File: src/cais_pkg.sv
// Package with shared types and constants for the comment-aware identifier scan.
`default_nettype none
package cais_pkg;

  localparam int MaxNameChars = 8;
  localparam int QueueDepth   = 4;
  localparam int QPtrW        = $clog2(QueueDepth);
  localparam int QCntW        = $clog2(QueueDepth + 1);
  localparam int NameCharsW   = 8 * MaxNameChars;
  localparam int NameLenW     = 4;
  localparam int CfgIndexW    = 1;

  localparam logic [CfgIndexW-1:0] CFG_NAME_CHARS  = 1'd0;
  localparam logic [CfgIndexW-1:0] CFG_NAME_LENGTH = 1'd1;

  localparam logic [7:0] CH_SLASH  = 8'h2F;
  localparam logic [7:0] CH_STAR   = 8'h2A;
  localparam logic [7:0] CH_AT     = 8'h40;
  localparam logic [7:0] CH_NL     = 8'h0A;
  localparam logic [7:0] CH_CR     = 8'h0D;
  localparam logic [7:0] CH_UNDER  = 8'h5F;
  localparam logic [7:0] CH_BSLASH = 8'h5C;
  localparam logic [7:0] CH_DQUOTE = 8'h22;
  localparam logic [7:0] CH_SQUOTE = 8'h27;

  typedef enum logic [3:0] {
    CLS_OTHER,
    CLS_SLASH,
    CLS_STAR,
    CLS_AT,
    CLS_BSLASH,
    CLS_DQUOTE,
    CLS_SQUOTE,
    CLS_NL,
    CLS_CR,
    CLS_IDENT,
    CLS_DIGIT
  } byte_class_t;

  typedef enum logic [2:0] {
    LEX_NORMAL,
    LEX_BLOCK,
    LEX_AT,
    LEX_STRING,
    LEX_CHAR,
    LEX_LINE
  } lex_state_t;

  typedef enum logic [1:0] {
    TOK_NONE,
    TOK_END,
    TOK_ADD
  } tok_act_t;

  typedef struct packed {
    logic [7:0]  text_byte;
    logic        last_byte;
    byte_class_t cls;
  } q_entry_t;

  typedef struct packed {
    logic     valid;
    q_entry_t entry;
  } q_head_t;

endpackage
`default_nettype wire

File: src/cais_front.sv
// Front end: accepts text words and classifies each byte for the lexer.
`default_nettype none
module cais_front (
  input  wire logic               in_valid,
  output logic                    in_ready,
  input  wire logic [7:0]         in_text_byte,
  input  wire logic               in_last_byte,
  input  wire logic               q_full,
  output logic                    q_push,
  output cais_pkg::q_entry_t      q_wdata
);
  import cais_pkg::*;

  byte_class_t cls;

  always_comb begin
    if (in_text_byte == CH_SLASH) begin
      cls = CLS_SLASH;
    end else if (in_text_byte == CH_STAR) begin
      cls = CLS_STAR;
    end else if (in_text_byte == CH_AT) begin
      cls = CLS_AT;
    end else if (in_text_byte == CH_BSLASH) begin
      cls = CLS_BSLASH;
    end else if (in_text_byte == CH_DQUOTE) begin
      cls = CLS_DQUOTE;
    end else if (in_text_byte == CH_SQUOTE) begin
      cls = CLS_SQUOTE;
    end else if (in_text_byte == CH_NL) begin
      cls = CLS_NL;
    end else if (in_text_byte == CH_CR) begin
      cls = CLS_CR;
    end else if ((in_text_byte >= 8'h41 && in_text_byte <= 8'h5A) ||
                 (in_text_byte >= 8'h61 && in_text_byte <= 8'h7A) ||
                 in_text_byte == CH_UNDER) begin
      cls = CLS_IDENT;
    end else if (in_text_byte >= 8'h30 && in_text_byte <= 8'h39) begin
      cls = CLS_DIGIT;
    end else begin
      cls = CLS_OTHER;
    end
  end

  assign in_ready          = !q_full;
  assign q_push            = in_valid && !q_full;
  assign q_wdata.text_byte = in_text_byte;
  assign q_wdata.last_byte = in_last_byte;
  assign q_wdata.cls       = cls;

endmodule
`default_nettype wire

File: src/cais_queue.sv
// Short queue of classified bytes between the front end and the lexer.
`default_nettype none
module cais_queue (
  input  wire logic               clk,
  input  wire logic               rst_n,
  input  wire logic               push,
  input  wire cais_pkg::q_entry_t wdata,
  output logic                    full,
  input  wire logic               pop,
  output cais_pkg::q_head_t       head
);
  import cais_pkg::*;

  q_entry_t               mem_r [QueueDepth];
  logic [QPtrW-1:0]       wr_ptr_r, wr_ptr_nxt;
  logic [QPtrW-1:0]       rd_ptr_r, rd_ptr_nxt;
  logic [QCntW-1:0]       count_r, count_nxt;

  assign full        = count_r == QCntW'(QueueDepth);
  assign head.valid  = count_r != '0;
  assign head.entry  = mem_r[rd_ptr_r];

  always_comb begin
    wr_ptr_nxt = push ? wr_ptr_r + 1'b1 : wr_ptr_r;
    rd_ptr_nxt = pop ? rd_ptr_r + 1'b1 : rd_ptr_r;
    count_nxt  = count_r;
    if (push && !pop) begin
      count_nxt = count_r + 1'b1;
    end else if (pop && !push) begin
      count_nxt = count_r - 1'b1;
    end
  end

  always_ff @(posedge clk) begin
    if (!rst_n) begin
      wr_ptr_r <= '0;
      rd_ptr_r <= '0;
      count_r  <= '0;
    end else begin
      wr_ptr_r <= wr_ptr_nxt;
      rd_ptr_r <= rd_ptr_nxt;
      count_r  <= count_nxt;
    end
  end

  always_ff @(posedge clk) begin
    if (push) begin
      mem_r[wr_ptr_r] <= wdata;
    end
  end

endmodule
`default_nettype wire

File: src/cais_back.sv
// Back end: lexical state machine, token matcher, registers and result register.
`default_nettype none
module cais_back (
  input  wire logic                              clk,
  input  wire logic                              rst_n,
  input  wire logic                              cfg_we,
  input  wire logic [cais_pkg::CfgIndexW-1:0]    cfg_index,
  input  wire logic [cais_pkg::NameCharsW-1:0]   cfg_wdata,
  input  wire cais_pkg::q_head_t                 head,
  output logic                                   pop,
  output logic                                   out_valid,
  input  wire logic                              out_ready,
  output logic                                   out_found
);
  import cais_pkg::*;

  logic [NameCharsW-1:0] name_chars_r;
  logic [NameLenW-1:0]   name_length_r;

  lex_state_t            lex_r, lex_nxt;
  logic                  pend_r, pend_nxt;
  logic [NameLenW-1:0]   mc_r, mc_nxt;
  logic                  mm_r, mm_nxt;
  logic                  open_r, open_nxt;
  logic                  seen_r, seen_nxt;
  logic                  out_valid_r, out_valid_nxt;
  logic                  out_found_r, out_found_nxt;
  tok_act_t              act;

  q_entry_t              e;
  assign e = head.entry;

  assign pop = head.valid && (!head.entry.last_byte || !out_valid_r || out_ready);

  // Next lexical state and the token action for this byte.
  always_comb begin
    lex_nxt  = lex_r;
    pend_nxt = 1'b0;
    act      = TOK_NONE;
    case (lex_r)
      LEX_BLOCK: begin
        if (pend_r && e.cls == CLS_SLASH) begin
          lex_nxt = LEX_NORMAL;
        end else begin
          pend_nxt = e.cls == CLS_STAR;
        end
      end
      LEX_AT: begin
        if (pend_r && e.cls == CLS_SLASH) begin
          lex_nxt = LEX_NORMAL;
        end else begin
          pend_nxt = e.cls == CLS_AT;
        end
      end
      LEX_STRING: begin
        if (!pend_r) begin
          if (e.cls == CLS_BSLASH) begin
            pend_nxt = 1'b1;
          end else if (e.cls == CLS_DQUOTE) begin
            lex_nxt = LEX_NORMAL;
          end
        end
      end
      LEX_CHAR: begin
        if (!pend_r) begin
          if (e.cls == CLS_BSLASH) begin
            pend_nxt = 1'b1;
          end else if (e.cls == CLS_SQUOTE) begin
            lex_nxt = LEX_NORMAL;
          end
        end
      end
      LEX_LINE: begin
        if (!(pend_r && (e.cls == CLS_NL || e.cls == CLS_CR))) begin
          if (e.cls == CLS_BSLASH) begin
            pend_nxt = 1'b1;
          end else if (e.cls == CLS_NL) begin
            lex_nxt = LEX_NORMAL;
          end
        end
      end
      default: begin
        lex_nxt = LEX_NORMAL;
        if (pend_r && e.cls == CLS_STAR) begin
          lex_nxt = LEX_BLOCK;
        end else if (pend_r && e.cls == CLS_SLASH) begin
          lex_nxt = LEX_LINE;
        end else if (pend_r && e.cls == CLS_AT) begin
          lex_nxt = LEX_AT;
        end else if (e.cls == CLS_SLASH) begin
          act      = TOK_END;
          pend_nxt = 1'b1;
        end else if (e.cls == CLS_DQUOTE) begin
          act     = TOK_END;
          lex_nxt = LEX_STRING;
        end else if (e.cls == CLS_SQUOTE) begin
          act     = TOK_END;
          lex_nxt = LEX_CHAR;
        end else if (e.cls == CLS_IDENT || (open_r && e.cls == CLS_DIGIT)) begin
          act = TOK_ADD;
        end else begin
          act = TOK_END;
        end
      end
    endcase
  end

  // Token matcher and result.
  always_comb begin
    logic [NameLenW-1:0] mc0;
    logic                mm0;
    logic                open1;
    logic                seen1;
    logic                hit;
    mc0   = mc_r;
    mm0   = mm_r;
    open1 = open_r;
    seen1 = seen_r;
    hit   = 1'b0;
    case (act)
      TOK_END: begin
        hit   = open_r ? (!mm_r && mc_r == name_length_r) : (name_length_r == '0);
        seen1 = seen_r | hit;
        open1 = 1'b0;
        mc0   = '0;
        mm0   = 1'b0;
      end
      TOK_ADD: begin
        if (!open_r) begin
          mc0 = '0;
          mm0 = 1'b0;
        end
        open1 = 1'b1;
        if (!mm0) begin
          if (mc0 < name_length_r && mc0 < NameLenW'(MaxNameChars) &&
              name_chars_r[mc0[2:0]*8 +: 8] == e.text_byte) begin
            mc0 = mc0 + 1'b1;
          end else begin
            mm0 = 1'b1;
          end
        end
      end
      default: begin
      end
    endcase

    out_valid_nxt = out_valid_r && !out_ready;
    out_found_nxt = out_found_r;
    mc_nxt   = mc0;
    mm_nxt   = mm0;
    open_nxt = open1;
    seen_nxt = seen1;
    if (e.last_byte) begin
      hit           = open1 ? (!mm0 && mc0 == name_length_r) : (name_length_r == '0);
      out_valid_nxt = 1'b1;
      out_found_nxt = seen1 | hit;
      mc_nxt        = '0;
      mm_nxt        = 1'b0;
      open_nxt      = 1'b0;
      seen_nxt      = 1'b0;
    end
  end

  always_ff @(posedge clk) begin
    if (!rst_n) begin
      lex_r       <= LEX_NORMAL;
      pend_r      <= 1'b0;
      mc_r        <= '0;
      mm_r        <= 1'b0;
      open_r      <= 1'b0;
      seen_r      <= 1'b0;
      out_valid_r <= 1'b0;
    end else if (pop) begin
      lex_r       <= e.last_byte ? LEX_NORMAL : lex_nxt;
      pend_r      <= e.last_byte ? 1'b0 : pend_nxt;
      mc_r        <= mc_nxt;
      mm_r        <= mm_nxt;
      open_r      <= open_nxt;
      seen_r      <= seen_nxt;
      out_valid_r <= out_valid_nxt;
    end else begin
      out_valid_r <= out_valid_r && !out_ready;
    end
  end

  always_ff @(posedge clk) begin
    if (pop && e.last_byte) begin
      out_found_r <= out_found_nxt;
    end
  end

  always_ff @(posedge clk) begin
    if (!rst_n) begin
      name_chars_r  <= '0;
      name_length_r <= NameLenW'(1);
    end else if (cfg_we) begin
      case (cfg_index)
        CFG_NAME_CHARS:  name_chars_r  <= cfg_wdata;
        CFG_NAME_LENGTH: name_length_r <= cfg_wdata[NameLenW-1:0];
        default: begin
        end
      endcase
    end
  end

  assign out_valid = out_valid_r;
  assign out_found = out_found_r;

endmodule
`default_nettype wire

File: src/comment_aware_identifier_scan_top.sv
// Top level of the comment-aware identifier scan.
//
// The input channel takes one word per byte of source text, with a flag on
// the final byte. The output channel gives one word per text: found is 1 when
// the configured identifier occurred as a whole token in code, outside
// comments and string or character literals.
// Throughput is one byte per cycle unless a final byte waits for the
// output register. The front end classifies each byte and writes it into
// a four-entry queue; the back end pops one byte per cycle and updates
// the lexical state and the token matcher in that cycle. The result is
// registered in the output register when the back end pops the last byte.
// The result sits in an output register. While it waits, the back end keeps
// consuming non-final bytes; only a final byte waits for the register to be
// taken, and once the queue is full in_ready drops.
// Configuration is written through cfg_we, cfg_index and cfg_wdata while the
// block is idle. Synchronous reset empties the queue, clears the scan state
// and the output valid flag, sets name_chars to zero and name_length to one.
`default_nettype none
module comment_aware_identifier_scan_top (
  input  wire logic                            clk,
  input  wire logic                            rst_n,
  input  wire logic                            in_valid,
  output logic                                 in_ready,
  input  wire logic [7:0]                      in_text_byte,
  input  wire logic                            in_last_byte,
  output logic                                 out_valid,
  input  wire logic                            out_ready,
  output logic                                 out_found,
  input  wire logic                            cfg_we,
  input  wire logic [cais_pkg::CfgIndexW-1:0]  cfg_index,
  input  wire logic [cais_pkg::NameCharsW-1:0] cfg_wdata
);
  import cais_pkg::*;

  logic     q_full;
  logic     q_push;
  logic     q_pop;
  q_entry_t q_wdata;
  q_head_t  q_head;

  cais_front u_front (
    .in_valid     (in_valid),
    .in_ready     (in_ready),
    .in_text_byte (in_text_byte),
    .in_last_byte (in_last_byte),
    .q_full       (q_full),
    .q_push       (q_push),
    .q_wdata      (q_wdata)
  );

  cais_queue u_queue (
    .clk   (clk),
    .rst_n (rst_n),
    .push  (q_push),
    .wdata (q_wdata),
    .full  (q_full),
    .pop   (q_pop),
    .head  (q_head)
  );

  cais_back u_back (
    .clk       (clk),
    .rst_n     (rst_n),
    .cfg_we    (cfg_we),
    .cfg_index (cfg_index),
    .cfg_wdata (cfg_wdata),
    .head      (q_head),
    .pop       (q_pop),
    .out_valid (out_valid),
    .out_ready (out_ready),
    .out_found (out_found)
  );

endmodule
`default_nettype wire

File: config.mk
export PLATFORM = sky130hd
export DESIGN_NAME = comment_aware_identifier_scan_top
export DESIGN_NICKNAME = d
export VERILOG_FILES = /design/src/cais_pkg.sv /design/src/cais_front.sv /design/src/cais_queue.sv /design/src/cais_back.sv /design/src/comment_aware_identifier_scan_top.sv
export SDC_FILE = /design/constraint.sdc
export NUM_CORES = 1
export LEC_CHECK = 0
export BUFFER_PORTS_ARGS = -buffer_cell sky130_fd_sc_hd__buf_2
export CAP_MARGIN = 0
export CORE_MARGIN = 1
export CORE_UTILIZATION = 45
export CTS_CLUSTER_SIZE = 20
export DETAILED_ROUTE_END_ITERATION = 6
export GPL_TIMING_DRIVEN = 1
export PLACE_DENSITY_LB_ADDON = 0.3
export SLEW_MARGIN = 25
export SYNTH_ARGS = -nofsm -noshare
export SYNTH_HDL_FRONTEND = slang
export SYNTH_HIERARCHICAL = 1
export SYNTH_SLANG_ARGS = --single-unit
File: constraint.sdc
create_clock -name clk -period 5.7 [get_ports clk]
set_clock_uncertainty 0.05 [all_clocks]
set_input_delay 0.285 -clock clk [delete_from_list [all_inputs] [get_ports clk]]
set_output_delay 0.285 -clock clk [all_outputs]
set_load 0.03 [all_outputs]
==> flow_summary.toml, run 1 <==
[timing]
min_period_ns = 4.28
slew_violations = 0
worstMarginPinSlew_ns = 0.755
fmax_mhz = 234
finalWorstSetupSlack_ns = 1.42
setup_viol = 0
setup-tns-final_ns = 0
finalCritPeriodShare_pct = 75.1
grt_setup_unrepaired = "false"
slew_headroom_pct = 49.7
hold_viol = 0

[finish]
design_area_mm2 = 0.00800
drive_above_1_share_pct = 18.8
fin_util_pct = 52.6
syn_to_final_growth_pct = 14.1
nets = 851
antennaDiodeCount = 0

[grt]
grt_pass1_vias = 5174
gr-usage-all-layers_pct = 20.8
antenna_found_initial = 0
overflow = 0
grt_pass1_wl_um = 25700
grt_max_degree = 90

[setup_path]
arrival_ns = 4.48
required_ns = 5.91
r2r_end = "u_back/out_found"
critPathBufInv = 1
reg2reg_slack_ns = 1.42
crit_family = "simple AND/OR/NAND/NOR gates"
setup.worst_path.end_class = "flip-flop"
crit_path_cell_trace = "buf_4 > mux4_1 > nor2b_1 > a21boi_0 > or4b_2 > ha_1 > nand2b_1 > nor4_1 > nand3_1 > o31a_1 > xnor2_1 > o31ai_2"
reg2regPathDepth = 12
path_max_fanout = 13
slowest_delay_ns = 0.75
setup.worst_path.class = "reg2reg"
cp-start-kind = "flip-flop"
crit_slowest_cell = "mux4_1"

[synth]
synth_warnings = 6
syn_inst = 708
ys.flop_type = "dfxtp_1"
synth_area_mm2 = 0.00702
seq_area_frac_synth_pct = 48.1
synth_nets = 799
synth.avg_cell_area_um2 = 9.91
ys_types = 63
synth_edf_count = 53
ys_seq_elements = 142
synthArstFlopShare_pct = 0

[route]
wirelength_um = 15700
firstDrtPassIters = 4
vias = 5353
antenna_left = 0
drc_errors = 0
first_iter_violations = 336
vias_per_cell = 5.57
detail_route.wl_per_cell_um = 16.4

[power_and_ir_drop]
power.share.clock_pct = 35.9
p_per_area_mw_per_mm2 = 367
combPwrFrac_pct = 23.0
ir_drop_uv = 227
seq_power_share_pct = 41.1
power_switching_uw = 858
p_total_uw = 2940
switching_share_pct = 29.2
p_leak_uw = 0.00288
intPower_uw = 2080

[placed_design]
dp_slack_ns = 1.49
numPortBuffers = 81
dpl_cell_area_mm2 = 0.00743
dp.final_hpwl_um = 11100
finalWeightedCongestion = 0.910

[die]
die_h_um = 127
rows = 45
core_region_area_mm2 = 0.0152
initial_core_util_pct = 46.2
die_width_um = 127
dieArea_mm2 = 0.0161
io_pins = 82

[cts]
clkTransAtPathRegs_ns = 0.06
clock-sinks = 142
root_buffer = "clkbuf_16"
insertion_delay_ns = 0.42
h-tree-depth = 4
cts_tree = "yes"
cts_made_buffers = 17
postCtsSetupRepairBufs = 0
hold_buffers = 0
cts_buffer_depth = 2
ctsResizeCount = 0

[worst_hold_path]
hold_depth = 1
hold_class = "in2reg"
holdPathEnd = "u_queue/mem_r[3][4]"
min-delay-start = "in_last_byte"

[job]
cap_viol_max_count = 0

[status]
outcome = "complete, no violations"
==> synthesized netlist by cell type (all sizes together), types with 6 or more instances <==
cell | count | share of area (%)
dfxtp | 89 | 25
and2 | 13 | 1.2
nand2 | 157 | 8.4
a21boi | 73 | 7.8
o21ai | 21 | 1.6
ha | 11 | 2.0
or3 | 8 | 0.71
o22ai | 6 | 0.54
xnor2 | 9 | 1.1
nand3 | 17 | 1.2
xor2 | 12 | 1.5
clkbuf | 31 | 1.7
nor2 | 16 | 0.86
a221oi | 6 | 0.75
mux2i | 18 | 2.6
inv | 23 | 1.2
buf | 23 | 2.3
edfxtp | 53 | 23
nand2b | 6 | 0.54
nor2b | 12 | 1.1
mux4 | 16 | 5.3
a21oi | 15 | 1.1
==> cell type report <==
class,count,area [um^2]
Clock buffer,17,425
Clock inverter,15,145
Fill cell,1339,7200
Inverter,23,86.3
Multi-Input combinational cell,489,3290
Sequential cell,142,3370
Tap cell,188,235
Timing Repair Buffer,87,450
==> flip-flops by register name, indices dropped and copies added (netlist names), named ones only <==
register              cells
u_queue/rd_ptr_r          2
u_back/pend_r             1
u_queue/wr_ptr_r          2
u_back/mm_r               1
u_back/lex_r              3
u_back/out_valid          1
u_back/name_length_r      4
u_back/mc_r               4
u_back/seen_r             1
u_queue/count_r           3
u_back/out_found          1
u_back/name_chars_r      64
u_back/open_r             1
u_queue/mem_r            52
==> placed cells by master, fill, tap and decap left out, types with 16 or more instances in the layout <==
master     netlist  routed
a21boi_0        71      71
buf_2            5      81
clkbuf_16        0      17
dfxtp_1         89      89
edfxtp_1        53      53
inv_1           20      20
mux2i_1         18      18
nand2_1        156     156
nand3_1         17      17
nor2_1          16      16
==> how the worst max path moves through the flow <==
stage / end / startpoint / slack (ns) / cells after the start
finish: u_back/out_found / flip-flop / 1.42 / 12
global placement: u_back/out_found / flip-flop / 1.64 / 12
floorplan: u_back/out_found / flip-flop / 1.68 / 14
global route: u_back/out_found / flip-flop / 1.20 / 12
detailed placement: u_back/out_found / flip-flop / 1.49 / 12
CTS: u_back/out_found / flip-flop / 1.41 / 12
==> cells by family after synthesis <==
family	after synthesis	share of synthesized area, %
simple gates	257	16.8
flops	142	48.1
xor+xnor	21	2.62
buf+inv	77	5.22
compound gates	160	16.3
mux	39	8.72
fa+ha+maj	12	2.25
==> power by group through the flow <==
stage / logic [uW] / registers [uW] / clock network, uW
detailed placement: 672 / 1230 / 0
floorplan: 518 / 1210 / 0
global placement: 645 / 1220 / 0
finish: 676 / 1210 / 1060
CTS: 676 / 1210 / 1080
global route: 752 / 1220 / 1120
==> metal layers <==
metal,vias to the layer above,wire length [um],global-route usage (%)
li1,2605,-,-
met1,2557,7310,27.1
met2,164,7380,33.5
met3,27,791,4.56
met4,0,268,8.54
met5,-,0,0
==> through the flow <==
step,hold slack [ns],std cells
2_1_floorplan,0.357,708
3_3_place_gp,0.402,929
3_5_place_dp,0.409,929
4_1_cts,0.0211,961
5_1_grt,0.0228,961
6_report,0.0376,961
No activity file was read; power rests on OpenSTA's default activity.
==> run 2, diff against run 1 <==
- ABC_AREA: default -> 1
- clock period: 5.7 -> 4.1 ns (I/O delays scaled with it)
==> run 2 against run 1 <==
Against the previous run: critical path depth rose by 9; count of clock-buffer cells in the layout did not move; worst setup slack got worse by 0.70 ns; synthesized cell count rose by 48%; total power rose by 60%; cell count rose by 42%; global-route usage rose by 2.8 points; die area rose by 8.9%.
==> flow_summary.toml, run 2 <==
[status]
outcome = "complete, no violations"

[synth]
synth_area_leaders = "dfxtp_1 (23%), edfxtp_1 (21%), nand2_1 (11%)"
synth_top_area_share_pct = 23.3
synthTopCellsByCount = "nand2_1 (221), nand3_1 (146), nor2_1 (123), o21ai_0 (103), inv_1 (100)"
ys.flop_type = "dfxtp_1"
yosysMostFrequentCell = "nand2_1"
synth_nets = 1138
synth_area_mm2 = 0.00765
seq_area_frac_synth_pct = 44.1
synth.avg_cell_area_um2 = 7.31
ys_types = 40
synth_edf_count = 53
ys_seq_elements = 142
yosys.area.top_type = "dfxtp_1"
synthArstFlopShare_pct = 0
syn_inst = 1047
synth_warnings = 6

[cts]
clkTransAtPathRegs_ns = 0.06
insertion_delay_ns = 0.43
cts_made_buffers = 17
root_buffer = "clkbuf_16"
cts_buffer_depth = 2
ctsResizeCount = 0
clock-sinks = 142
h-tree-depth = 4
cts_tree = "yes"

[setup_path]
path_max_fanout = 14
required_ns = 4.23
reg2regPathDepth = 21
crit_slowest_cell = "dfxtp_1"
crit_path_cell_trace = "inv_2 > o21ai_0 > o22ai_1 > inv_1 > nor2_1 > nand3_1 > nand2_1 > nor3_1 > nand2_1 > inv_1 > ha_1 > inv_1 > nand2_1 > inv_1 > nand3_1 > nand2_1 > nand2_1 > nand3_1 > nor2_1 > nand2_1 > nand2_1"
setup.worst_path.class = "reg2reg"
crit_family = "simple AND/OR/NAND/NOR gates"
cp-start-kind = "flip-flop"
slowest_delay_ns = 0.45
critPathBufInv = 5
crit_top_cell = "nand2_1"
cp_num_cells = 21
arrival_ns = 3.51
setup.worst_path.end_class = "flip-flop"

[placed_design]
dp_slack_ns = 0.759
finalWeightedCongestion = 0.867
dp.final_hpwl_um = 13700
dp.cells = 1295
numPortBuffers = 81

[finish]
drive_above_1_share_pct = 12.5
fin_util_pct = 54.4
final_common_cell = "nand2_1"
layout_common_cells = "nand2_1 (221), nand3_1 (146), nor2_1 (123)"
fin_cells = 1367
largest_register = "u_back/name_chars_r"
top_regs = "u_back/name_chars_r x64, u_queue/mem_r x52"
antennaDiodeCount = 0
nets = 1225
syn_to_final_growth_pct = 17.8
largest_reg_flops = 64

[timing]
slew_violations = 0
slew_headroom_pct = 58.8
setup_viol = 0
finalWorstSetupSlack_ns = 0.722
setup-tns-final_ns = 0
fmax_mhz = 296
min_period_ns = 3.38
grt_setup_unrepaired = "false"
hold_viol = 0
finalCritPeriodShare_pct = 82.4
worstMarginPinSlew_ns = 0.617

[die]
rows = 47
io_pins = 82
core_region_area_mm2 = 0.0166
die_h_um = 132
die_width_um = 132
dieArea_mm2 = 0.0175
initial_core_util_pct = 46.2

[route]
antenna_left = 0
vias = 7241
drc_errors = 0
wirelength_um = 20100
first_iter_violations = 481
firstDrtPassIters = 5
detail_route.wl_per_cell_um = 14.7
vias_per_cell = 5.30

[grt]
overflow = 0
grt_pass1_vias = 6820
antenna_found_initial = 0
grt_pass1_wl_um = 33000
gr-usage-all-layers_pct = 23.6
grt_max_degree = 66

[worst_hold_path]
hold_class = "in2reg"
hold_depth = 3

[job]
cap_viol_max_count = 0

[power_and_ir_drop]
ir_drop_uv = 390
p_total_uw = 4690
p_leak_uw = 0.00401
p_per_area_mw_per_mm2 = 520
run 2: layer usage:
metal,vias up,track usage [%],share of wire [%]
li1,3662,-,-
met5,-,0,0
met2,227,39.3,47
met3,29,4.25,5.1
met4,0,8.62,1.7
met1,3323,30.7,47
run 2: worst paths after layout:
check	start	endpoint	slack, ns
worst max-delay path	flip-flop	u_back/out_found	0.72
worst min-delay path	cfg_wdata[23]	u_back/name_chars_r[23]	0.01
worst max register to register	flip-flop	u_back/out_found	0.72
worst min register to register	u_queue/rd_ptr_r[1]	flip-flop	0.41
run 2: cell families after synthesis:
logic type / synth area share, %
buffers and inverters: 10.3
XOR/XNOR: 0.114
AO/OA/AOI/OAI: 13.2
adder cells (fa/ha/maj): 2.06
AND/OR/NAND/NOR: 30.2
flip-flops: 44.1
run 2: worst reg2reg max path: stages (launching register included):
cell and delay, ns:
dfxtp_1 0.45, inv_2 0.26, o21ai_0 0.13, o22ai_1 0.37, inv_1 0.11, nor2_1 0.18, nand3_1 0.15, nand2_1 0.11
nor3_1 0.06, nand2_1 0.08, inv_1 0.05, ha_1 0.37, inv_1 0.11, nand2_1 0.08, inv_1 0.12, nand3_1 0.11
nand2_1 0.09, nand2_1 0.05, nand3_1 0.09, nor2_1 0.04, nand2_1 0.05, nand2_1 0.04
run 2: repair_timing:
action,CTS,global route
hold buffers,40,0
endpoints found under the setup margin,0,0
hold endpoints to repair,49,0
setup buffers,0,0
run 2: per-stage QoR:
stage	hold WS, ns	instance area (um^2)
6_report	0.0116	9020
5_1_grt	0.0202	9020
4_1_cts	0.0000669	9020
3_5_place_dp	0.377	8010
3_3_place_gp	0.375	8010
2_1_floorplan	0.276	7650
run 2: final cells by class:
type	count	area, um^2
clock buffer	17	425
inverter	107	410
clock inverter	15	184
timing repair buffer	128	858
fill	1556	7560
sequential	142	3370
tap	220	275
multi-input combinational	738	3490
run 2: report_power, final:
part	total [uW]	switching [uW]	internal [uW]
Sequential	1720	104	1620
Combinational	1380	933	442
Clock	1590	624	963
